### src/sv/bnr_pkg.sv
// Shared constants and types for the byte/nibble RAM with copy and fill.
// No dependencies; every other file imports this package.
package bnr_pkg;

    localparam int RAM_BYTES = 65536;
    localparam int RAM_AW    = $clog2(RAM_BYTES);
    localparam int ACT_W     = 3;
    localparam int ADDR_W    = 18;
    localparam int DATA_W    = 8;
    localparam int LEN_W     = 17;
    localparam int CMP_W     = ((ADDR_W > RAM_AW + 2) ? ADDR_W : RAM_AW + 2) + 1;

    localparam logic [ACT_W-1:0] ACT_BYTE_RD = 3'd0;
    localparam logic [ACT_W-1:0] ACT_NIB_RD  = 3'd1;
    localparam logic [ACT_W-1:0] ACT_BYTE_WR = 3'd2;
    localparam logic [ACT_W-1:0] ACT_NIB_WR  = 3'd3;
    localparam logic [ACT_W-1:0] ACT_COPY    = 3'd4;
    localparam logic [ACT_W-1:0] ACT_FILL    = 3'd5;

    typedef struct packed {
        logic load;
        logic nwr;
        logic blk;
        logic fin;
    } t_cmd;

    typedef struct packed {
        logic [ACT_W-1:0] in_act;
        logic             blk_zero;
        logic             blk_done;
    } t_sts;

endpackage

### src/sv/bnr_ctrl.sv
// Sequencer for the byte/nibble RAM: handshakes and per-action steps.
// Depends on bnr_pkg; drives commands into bnr_dp.
module bnr_ctrl import bnr_pkg::*; (
    input  logic i_clk,
    input  logic i_rst_n,
    input  logic i_in_valid,
    output logic o_in_ready,
    output logic o_out_valid,
    input  logic i_out_ready,
    output t_cmd o_cmd,
    input  t_sts i_sts
);

    localparam logic [1:0] S_IDLE = 2'd0;
    localparam logic [1:0] S_NWR  = 2'd1;
    localparam logic [1:0] S_BLK  = 2'd2;
    localparam logic [1:0] S_FIN  = 2'd3;

    logic [1:0] r_state, n_state;
    logic       r_ovalid, n_ovalid;
    logic       accept;
    logic       out_free;

    assign o_in_ready  = (r_state == S_IDLE);
    assign o_out_valid = r_ovalid;
    assign accept      = i_in_valid && (r_state == S_IDLE);
    assign out_free    = !r_ovalid || i_out_ready;

    always_comb begin
        n_state   = r_state;
        o_cmd     = '0;
        unique case (r_state)
            S_IDLE: begin
                if (accept) begin
                    o_cmd.load = 1'b1;
                    if (i_sts.in_act == ACT_NIB_WR) begin
                        n_state = S_NWR;
                    end else if ((i_sts.in_act == ACT_COPY || i_sts.in_act == ACT_FILL)
                                 && !i_sts.blk_zero) begin
                        n_state = S_BLK;
                    end else begin
                        n_state = S_FIN;
                    end
                end
            end
            S_NWR: begin
                o_cmd.nwr = 1'b1;
                n_state   = S_FIN;
            end
            S_BLK: begin
                if (i_sts.blk_done) begin
                    n_state = S_FIN;
                end else begin
                    o_cmd.blk = 1'b1;
                end
            end
            S_FIN: begin
                if (out_free) begin
                    o_cmd.fin = 1'b1;
                    n_state   = S_IDLE;
                end
            end
            default: n_state = S_IDLE;
        endcase
    end

    always_comb begin
        n_ovalid = r_ovalid;
        if (r_ovalid && i_out_ready) begin
            n_ovalid = 1'b0;
        end
        if (o_cmd.fin) begin
            n_ovalid = 1'b1;
        end
    end

    always_ff @(posedge i_clk) begin
        if (!i_rst_n) begin
            r_state  <= S_IDLE;
            r_ovalid <= 1'b0;
        end else begin
            r_state  <= n_state;
            r_ovalid <= n_ovalid;
        end
    end

endmodule

### config.mk
export PLATFORM = sky130hd
export DESIGN_NAME = bnr_ctrl
export DESIGN_NICKNAME = d
export VERILOG_FILES = /design/src/sv/bnr_pkg.sv /design/src/sv/bnr_ctrl.sv
export SDC_FILE = /design/constraint.sdc
export NUM_CORES = 1
export LEC_CHECK = 0
export BUFFER_PORTS_ARGS = -buffer_cell sky130_fd_sc_hd__clkbuf_2
export CAP_MARGIN = 20
export CORE_AREA = 3 3 40 42
export DETAILED_ROUTE_END_ITERATION = 6
export DIE_AREA = 0 0 43 45
export PLACE_DENSITY_LB_ADDON = 0.1
export RECOVER_POWER = 25
export SLEW_MARGIN = 20
export SYNTH_ARGS = -nofsm -noshare
export SYNTH_HDL_FRONTEND = slang
export SYNTH_SLANG_ARGS = --single-unit
### constraint.sdc
create_clock -name i_clk -period 1.4 [get_ports i_clk]
set_clock_uncertainty 0.1 [all_clocks]
set_input_delay 0.28 -clock i_clk [delete_from_list [all_inputs] [get_ports i_clk]]
set_output_delay 0.28 -clock i_clk [all_outputs]
set_load 0.03 [all_outputs]
; ---- After elaboration in Yosys (flattened, before gate mapping)
; Index checks and enable logic that the tools add are counted.
[totals]
in_bits = 9
register_bits = 3
[op_classes]
n_reduce_logical = 10
n_mux = 15
eq_ne = 9
[op_table]
columns = operator, n
row1 = two-way mux 1 bit, 10
row2 = two-way mux 2 bit, 4
row3 = one-hot mux 2 bit (4 select lines), 1
row4 = == test 3 bit (second input constant), 2
row5 = == test 2 bit (second input constant), 2
row6 = != test 2 bit (second input constant), 2
row7 = == test 3 x 2 -> 1 bit (second input constant), 1
row8 = logical AND 1 bit, 3
row9 = AND reduction 3 bit, 1
row10 = == test 2 x 1 -> 1 bit (second input constant), 1
row11 = zero test 1 bit, 2
row12 = zero test 2 bit, 1
row13 = logical OR 1 bit, 2
row14 = != test 2 x 1 -> 1 bit (second input constant), 1
row15 = nonzero test 2 bit, 1

; ---- Logic depth before layout (Yosys ltp)
; Gate-level depths: netlist (run 1).
[depth]
depth_word = 7
mapped_depth = 5

; ---- Least setup slack after synthesis (run 1)
; Ideal clock, no wire load.
[synth_path]
path_kind = register to output
from = register r_state[0]
to = output o_cmd[3] in the netlist's numbering
path_stages_with_launch = 4
t_arrival_ns = 1.107
t_required_ns = 1.020
setup_slack_ns = -0.087
path_cell_list = dfxtp_1 -> inv_1 -> ha_1 -> and2_2
[synth_rtl]
columns = item, line_no
row1 = "start, declared", bnr_ctrl.sv:19  ; logic [1:0] r_state, n_state;
row2 = "start signal, assigned", bnr_ctrl.sv:82  ; r_state <= n_state;
row3 = "end, declared", bnr_ctrl.sv:10  ; output t_cmd o_cmd,

==> results.sh, run 1 <==
export IMPL_synth_top_area_share_pct=22.6
export IMPL_synth_top_cells_by_area="dfxtp_1 (23%), ha_1 (19%), nand3b_4 (7.5%), inv_1 (7.1%), a311oi_1 (6.6%)"
export IMPL_critPathTopFamily="flip-flops"
export IMPL_clock_sinks=3
export IMPL_setup_viol=6
export IMPL_slew_limit_headroom_pct=76.5
export IMPL_antenna_found_initial=0
export IMPL_power_density_nw_per_um2=2190
export IMPL_io_buffers=14
export IMPL_wl_um=842
export IMPL_power_share_clock_pct=12.8
export IMPL_final_setup_tns_ns=-0.285
export IMPL_track_usage_pct=9.14
export IMPL_clk_path_buf_depth=2
export IMPL_drv_cap=0
export IMPL_violations="setup timing"
export IMPL_synthArstFlopShare_pct=0
export IMPL_cts_buffers=3
export IMPL_cp_cell_sequence="inv_4 -> ha_4 -> and2_4 -> buf_8"
export IMPL_p_int_mw=0.736
export IMPL_endpoint_kind="output pin"
export IMPL_crit_buf_inv=2
export IMPL_p_leak_nw=0.291
export IMPL_clk_latency_ns=0.24
export IMPL_tightestPinTransition_ns=0.349
export IMPL_die_x_um=43
export IMPL_grt_pass1_vias=298
export IMPL_grt_max_degree=5
export IMPL_critical_path_max_stage_delay_ns=0.38
export IMPL_slew_violations=0
export IMPL_fin_util_pct=45.0
export IMPL_synth_top_area_cell="dfxtp_1"
export IMPL_num_rows=13
export IMPL_cp_slowest_cell="dfxtp_4"
export IMPL_core_area_sq_um=1280
export IMPL_gp_congestion=0.721
export IMPL_setup_ws_ns=-0.0788
export IMPL_swShare_pct=42.0
export IMPL_place_area_sq_um=357
export IMPL_cts_root_buf="clkbuf_4"
export IMPL_ant_nets=0
export IMPL_hold_buffers=0
export IMPL_syn_inst=30
export IMPL_rsz0062_at_grt="true"
export IMPL_net_switching_power_mw=0.533
export IMPL_area_growth_pct=118
export IMPL_dp_slack_ns=0.00557
export IMPL_place_inst=59
export IMPL_hold_viol=0
export IMPL_drtPass1Iterations=2
export IMPL_yosys_cell_count_top_type="inv_1"
export IMPL_synth_edf_count=0
export IMPL_status="finished, violations left"
export IMPL_syn_avg_cell_area_sq_um=8.84
export IMPL_crit_required_ns=1.02
export IMPL_dieArea_sq_um=1940
export IMPL_yosys_warnings=0
export IMPL_fp_dieH_um=45
export IMPL_min_path_type="in -> reg"
export IMPL_start_util_pct=20.6
export IMPL_tritoncts="yes"
export IMPL_startpoint_type="flip-flop"
export IMPL_arrival_ns=1.10
export IMPL_whs_ns=0.210
export IMPL_dp_hpwl_um=504
export IMPL_synth_top_cells_by_count="inv_1 (5), ha_1 (4), dfxtp_1 (3)"
export IMPL_layout_nets=67
export IMPL_p_seq_share_pct=15.0
export IMPL_via_per_inst=4.35
export IMPL_layout_cells_non_filler=68
export IMPL_path_class="reg -> out"
export IMPL_num_io_pins=15
export IMPL_fmax_mhz=676
export IMPL_crit_fanout=4
export IMPL_total_power_mw=1.27
export IMPL_clkTransAtPathRegs_ns=0.04
export IMPL_via_count=296
export IMPL_synth_net_count=43
export IMPL_antenna_cells=0
export IMPL_drt_iter0_markers=5
export IMPL_post_drt_wl_per_cell_um=12.4
export IMPL_p_comb_share_pct=72.3
export IMPL_fin_crit_sh_pct=106
export IMPL_drive_above_1_share_pct=77.4
export IMPL_netlist_area_sq_um=265
export IMPL_yosysUniqueCellTypes=17
export IMPL_overflow=0
export IMPL_stdcell_area_sq_um=578
export IMPL_grt_pass1_wl_um=1320
export IMPL_ys_seq_elements=3
export IMPL_irDropWorstVdd_v=0.000756
export IMPL_seq_area_frac_synth_pct=22.6
export IMPL_min_period_ns=1.48
export IMPL_htree_levels=1
export IMPL_drc=0
export IMPL_synth_main_ff_cell="dfxtp_1"
-- power groups by stage --
| stage | Combinational, mW | Clock, mW | Sequential (mW) |
|---|---|---|---|
| 4_1_cts | 0.822 | 0.164 | 0.188 |
| 3_5_place_dp | 0.448 | 0 | 0.148 |
| 6_report | 0.917 | 0.162 | 0.190 |
| 3_3_place_gp | 0.447 | 0 | 0.147 |
| 2_1_floorplan | 0.337 | 0 | 0.154 |
| 5_1_grt | 0.982 | 0.172 | 0.197 |
-- cell families after synthesis --
family / share of synthesized area (%)
DFF: 22.6
and+or+nand+nor: 32.5
AOI/OAI and AO/OA: 16.0
buffers and inverters: 9.91
adders and majority gates: 18.9
-- worst reg2reg max path, delay by kind of cell, from the launching register on --
kind	cells	cell delay, ns
flip-flops	1	0.38
buffers and inverters	3	0.30
AO/OA/AOI/OAI	1	0.23
adder cells (fa/ha/maj)	1	0.16
AND/OR/NAND/NOR	1	0.15
-- sequential cells by signal (all words and copies together) (netlist names) --
register     cells
r_state          2
o_out_valid      1
-- placed cells by master, fill, tap and decap left out, drive strengths merged --
cell    instances
o31ai           1
nor2b           2
o21ai           1
buf            10
nor2            2
and2            1
nand2           1
a311oi          2
ha              4
dfxtp           3
nand3b          1
inv             5
a31oi           2
nand2b          3
clkbuf         14
and3            1
-- path summary, 6_finish.rpt --
kind | from | end | slack, ns | cells after the start
min reg2reg | r_state[1] | r_state[1] | 0.55 | 2
min | i_rst_n | o_out_valid | 0.21 | 3
max | r_state[1] | o_cmd[3] | -0.08 | 4
max reg2reg | r_state[1] | r_state[1] | -0.01 | 6
-- timing repair --
item,4_1_cts,5_1_grt
pin swaps,5,5
setup buffers,4,1
endpoints found under the setup margin,5,7
resized for setup,35,5
-- layout make-up --
type	instances	area, sq um
well taps	15	18.8
flip-flops and latches	3	67.6
inverters	5	23.8
fillers	130	707
clock buffers	4	26.3
multi-input cells	21	263
repair buffers	20	179
-- routing by layer --
metal	vias to the layer above	global-route usage [%]	share of wire [%]
li1	149	-	-
met1	137	10.3	40
met4	0	1.81	0
met3	0	3.59	7.4
met5	-	0	0
met2	10	16.5	53
Power figures use the tool's default switching activity.
==> run 2: changes to the inputs <==
--- a/config.mk
+++ b/config.mk
@@ -8,8 +8,10 @@
 export BUFFER_PORTS_ARGS = -buffer_cell sky130_fd_sc_hd__clkbuf_2
 export CAP_MARGIN = 20
 export CORE_AREA = 3 3 40 42
+export CTS_BUF_LIST = sky130_fd_sc_hd__clkbuf_16
 export DETAILED_ROUTE_END_ITERATION = 6
 export DIE_AREA = 0 0 43 45
+export HOLD_SLACK_MARGIN = 0.12
 export PLACE_DENSITY_LB_ADDON = 0.1
 export RECOVER_POWER = 25
 export SLEW_MARGIN = 20
==> results.sh, run 2 (synthesis results as in run 1) <==
export IMPL_crit_fanout=4
export IMPL_min_path_type="in -> reg"
export IMPL_fmax_mhz=685
export IMPL_num_rows=13
export IMPL_power_density_nw_per_um2=2290
export IMPL_dieArea_sq_um=1940
export IMPL_arrival_ns=1.08
export IMPL_ant_nets=0
export IMPL_violations="setup timing"
export IMPL_crit_required_ns=1.02
export IMPL_hold_buffers=0
export IMPL_grt_pass1_vias=291
export IMPL_final_setup_tns_ns=-0.126
export IMPL_clock_sinks=3
export IMPL_place_inst=59
export IMPL_track_usage_pct=8.06
export IMPL_largest_reg_flops=2
export IMPL_whs_path_depth=3
export IMPL_tightestPinTransition_ns=0.293
export IMPL_slew_violations=0
export IMPL_area_growth_pct=127
export IMPL_stdcell_area_sq_um=602
export IMPL_endpoint_kind="output pin"
export IMPL_antenna_cells=0
export IMPL_start_util_pct=20.6
export IMPL_clkTransAtPathRegs_ns=0.03
export IMPL_die_x_um=43
export IMPL_place_area_sq_um=357
export IMPL_via_per_inst=4.22
export IMPL_drc=0
export IMPL_status="finished, violations left"
export IMPL_via_count=283
export IMPL_gp_congestion=0.721
export IMPL_drt_iter0_markers=1
export IMPL_core_area_sq_um=1280
export IMPL_layout_nets=66
export IMPL_total_power_mw=1.38
export IMPL_path_class="reg -> out"
export IMPL_irDropWorstVdd_v=0.000833
export IMPL_io_buffers=14
export IMPL_tritoncts="yes"
export IMPL_overflow=0
export IMPL_setup_viol=3
export IMPL_wl_um=710
export IMPL_clk_latency_ns=0.22
export IMPL_post_drt_wl_per_cell_um=10.6
export IMPL_grt_max_degree=5
export IMPL_fp_dieH_um=45
export IMPL_dp_hpwl_um=504
export IMPL_final_cell_mix="clkbuf_2 (10), ha_4 (4), buf_8 (4)"
export IMPL_min_period_ns=1.46
export IMPL_nFillCells=124
export IMPL_slew_limit_headroom_pct=80.3
export IMPL_num_io_pins=15
export IMPL_cts_root_buf="clkbuf_16"
export IMPL_grt_pass1_wl_um=1170
export IMPL_regMostFlops="r_state"
export IMPL_layout_cells_non_filler=67
export IMPL_hold_viol=0
export IMPL_drive_above_1_share_pct=76.9
export IMPL_mostFrequentLayoutCell="clkbuf_2"
export IMPL_p_leak_nw=0.297
export IMPL_startpoint_type="flip-flop"
export IMPL_htree_levels=1
export IMPL_drv_cap=0
export IMPL_antenna_found_initial=0
export IMPL_clk_path_buf_depth=2
export IMPL_fin_crit_sh_pct=104
export IMPL_ff2ff_path_depth=5
export IMPL_setup_ws_ns=-0.0592
export IMPL_rsz0062_at_grt="true"
export IMPL_whs_ns=0.233
export IMPL_drtPass1Iterations=2
export IMPL_cts_buffers=3
==> run 2: path summary, 6_finish.rpt <==
kind              startpoint          end  slack (ns)
setup / recovery  r_state[1]     o_cmd[1]       -0.06
hold / removal       i_rst_n  o_out_valid        0.23
hold reg to reg   r_state[1]   r_state[1]        0.54
setup reg to reg  r_state[1]   r_state[1]        0.05
==> run 2: final cells by class <==
| class | count | area (sq um) | share of cell area, % |
|---|---|---|---|
| flip-flops and latches | 3 | 67.6 | 11.2 |
| multi-input cells | 21 | 258 | 42.8 |
| well taps | 15 | 18.8 | 3.12 |
| clock inverters | 1 | 3.75 | 0.624 |
| repair buffers | 19 | 155 | 25.8 |
| inverters | 5 | 23.8 | 3.95 |
| clock buffers | 3 | 75.1 | 12.5 |
==> run 2: stage by stage <==
step | util, % | setup WS (ns)
floorplan | - | 0.0301
global placement | 27.8 | 0.0171
detailed placement | 27.8 | 0.00557
CTS | 43.5 | -0.0725
global route | 46.8 | -0.0883
finish | 46.8 | -0.0592
==> run 2: routing by layer <==
layer	part of all wire, %	track usage [%]	vias up
li1	-	-	149
met1	44	9.35	122
met2	50	13.2	12
met3	6.3	3.19	0
met4	0	3.61	0
met5	0	0	-
==> run 2: critical path, stage by stage, from the launching register on <==
cell	delay (ns)
dfxtp_4	0.36
buf_6	0.12
ha_4	0.15
nand2b_4	0.06
inv_2	0.04
buf_8	0.12
==> run 2: power by group <==
group | switching, mW | internal, mW | leakage [nW]
logic | 0.359 | 0.379 | 0.229
registers | 0.0563 | 0.132 | 0.0259
clock network | 0.0810 | 0.369 | 0.0423
total | 0.496 | 0.879 | 0.297
==> run 2: repair_timing <==
| action | CTS | global route |
|---|---|---|
| endpoints found under the setup margin | 5 | 6 |
| buffers inserted | 3 | 1 |
| resized for setup | 27 | 9 |
| pin swaps | 2 | 4 |
| gates cloned | 0 | 0 |
==> run 3: changes to the inputs <==
--- a/config.mk
+++ b/config.mk
@@ -8,12 +8,12 @@
 export BUFFER_PORTS_ARGS = -buffer_cell sky130_fd_sc_hd__clkbuf_2
 export CAP_MARGIN = 20
 export CORE_AREA = 3 3 40 42
-export CTS_BUF_LIST = sky130_fd_sc_hd__clkbuf_16
 export DETAILED_ROUTE_END_ITERATION = 6
 export DIE_AREA = 0 0 43 45
 export HOLD_SLACK_MARGIN = 0.12
-export PLACE_DENSITY_LB_ADDON = 0.1
+export PLACE_DENSITY = 0.42
 export RECOVER_POWER = 25
+export SKIP_LAST_GASP = 1
 export SLEW_MARGIN = 20
 export SYNTH_ARGS = -nofsm -noshare
 export SYNTH_HDL_FRONTEND = slang
==> results.sh, run 3 (synthesis results as in run 1) <==
export IMPL_dieArea_sq_um=1940
export IMPL_clkTransAtPathRegs_ns=0.04
export IMPL_wl_um=578
export IMPL_crit_fanout=4
export IMPL_drive_above_1_share_pct=70.6
export IMPL_place_inst=59
export IMPL_arrival_ns=1.08
export IMPL_total_power_mw=0.972
export IMPL_drv_cap=0
export IMPL_htree_levels=1
export IMPL_slew_limit_headroom_pct=87.0
export IMPL_status="finished, violations left"
export IMPL_start_util_pct=20.6
export IMPL_antenna_cells=0
export IMPL_gp_congestion=0.685
export IMPL_hold_buffers=0
export IMPL_slew_violations=0
export IMPL_min_period_ns=1.46
export IMPL_path_class="reg -> out"
export IMPL_drtPass1Iterations=1
export IMPL_crit_required_ns=1.02
export IMPL_fmax_mhz=686
export IMPL_ff2ff_path_depth=6
export IMPL_layout_nets=65
export IMPL_antenna_found_initial=0
export IMPL_area_growth_pct=93.4
export IMPL_irDropWorstVdd_v=0.000760
export IMPL_num_io_pins=15
export IMPL_regMostFlops="r_state"
export IMPL_tritoncts="yes"
export IMPL_fin_crit_sh_pct=104
export IMPL_cts_buffers=3
export IMPL_num_rows=13
export IMPL_tightestPinTransition_ns=0.193
export IMPL_startpoint_type="flip-flop"
export IMPL_grt_max_degree=5
export IMPL_power_density_nw_per_um2=1890
export IMPL_whs_path_depth=3
export IMPL_track_usage_pct=6.41
export IMPL_clk_path_buf_depth=2
export IMPL_via_count=267
export IMPL_drc=0
export IMPL_overflow=0
export IMPL_io_buffers=14
export IMPL_hold_viol=0
export IMPL_violations="setup timing"
export IMPL_via_per_inst=4.05
export IMPL_nFillCells=133
export IMPL_rsz0062_at_grt="true"
export IMPL_grt_pass1_wl_um=952
export IMPL_grt_pass1_vias=262
export IMPL_clk_latency_ns=0.23
export IMPL_mostFrequentLayoutCell="clkbuf_2"
export IMPL_setup_ws_ns=-0.0574
export IMPL_layout_cells_non_filler=66
export IMPL_post_drt_wl_per_cell_um=8.76
export IMPL_drt_iter0_markers=0
export IMPL_dp_hpwl_um=448
export IMPL_clock_sinks=3
export IMPL_min_path_type="in -> reg"
export IMPL_p_leak_nw=0.261
export IMPL_cts_root_buf="clkbuf_4"
export IMPL_dp_slack_ns=0.00851
export IMPL_final_cell_mix="clkbuf_2 (9), buf_4 (4), ha_4 (3), clkbuf_4 (3), buf_8 (3)"
export IMPL_die_x_um=43
export IMPL_endpoint_kind="output pin"
export IMPL_ant_nets=0
export IMPL_setup_viol=4
export IMPL_largest_reg_flops=2
export IMPL_fp_dieH_um=45
export IMPL_core_area_sq_um=1280
## run 3: repair_timing
item / CTS / global route
setup buffers: 3 / 1
gates resized for setup: 20 / 11
pin swaps: 1 / 4
setup endpoints to repair: 5 / 7
## run 3: critical path, stage by stage, from the launching register on
cell and delay, ns:
dfxtp_4 0.39, inv_4 0.05, ha_4 0.15, and2_4 0.13, buf_8 0.13
## run 3: final timing paths
path	start	to	slack, ns
worst min-delay path	i_rst_n	o_out_valid	0.22
worst max-delay path	r_state[1]	o_cmd[3]	-0.06
worst min register to register	r_state[0]	r_state[0]	0.51
worst max register to register	r_state[0]	r_state[0]	0.08
## run 3: cell type report
cell class	instances	area (sq um)	share of cell area, %
clock buffer	4	26.3	5.12
inverter	5	23.8	4.63
multi-input combinational	21	238	46.3
sequential	3	67.6	13.2
tap	15	18.8	3.66
timing repair buffer	18	139	27.1
## run 3: report_power, final
part | total (mW) | leakage (nW) | switching [mW] | internal [mW]
logic | 0.631 | 0.220 | 0.305 | 0.325
registers | 0.194 | 0.0259 | 0.0624 | 0.132
clock network | 0.147 | 0.0150 | 0.0409 | 0.107
total | 0.972 | 0.261 | 0.409 | 0.563
## run 3: per-layer routing
layer / GRT usage, % / vias to the layer above / wire, um
met5: 0 / - / 0
met4: 3.61 / 0 / 0
met3: 1.20 / 0 / 41
met2: 10.5 / 10 / 267
met1: 7.95 / 112 / 269
li1: - / 145 / -
## run 3: per-stage QoR
step	util [%]	instance area [sq um]	hold slack [ns]	setup TNS, ns
after floorplan	-	268	0.330	0
after global placement	27.8	357	0.439	0
after detailed placement	27.8	357	0.442	0
after CTS	37.1	477	0.202	-0.386
after global routing	39.9	513	0.221	-0.277
final	39.9	513	0.215	-0.126
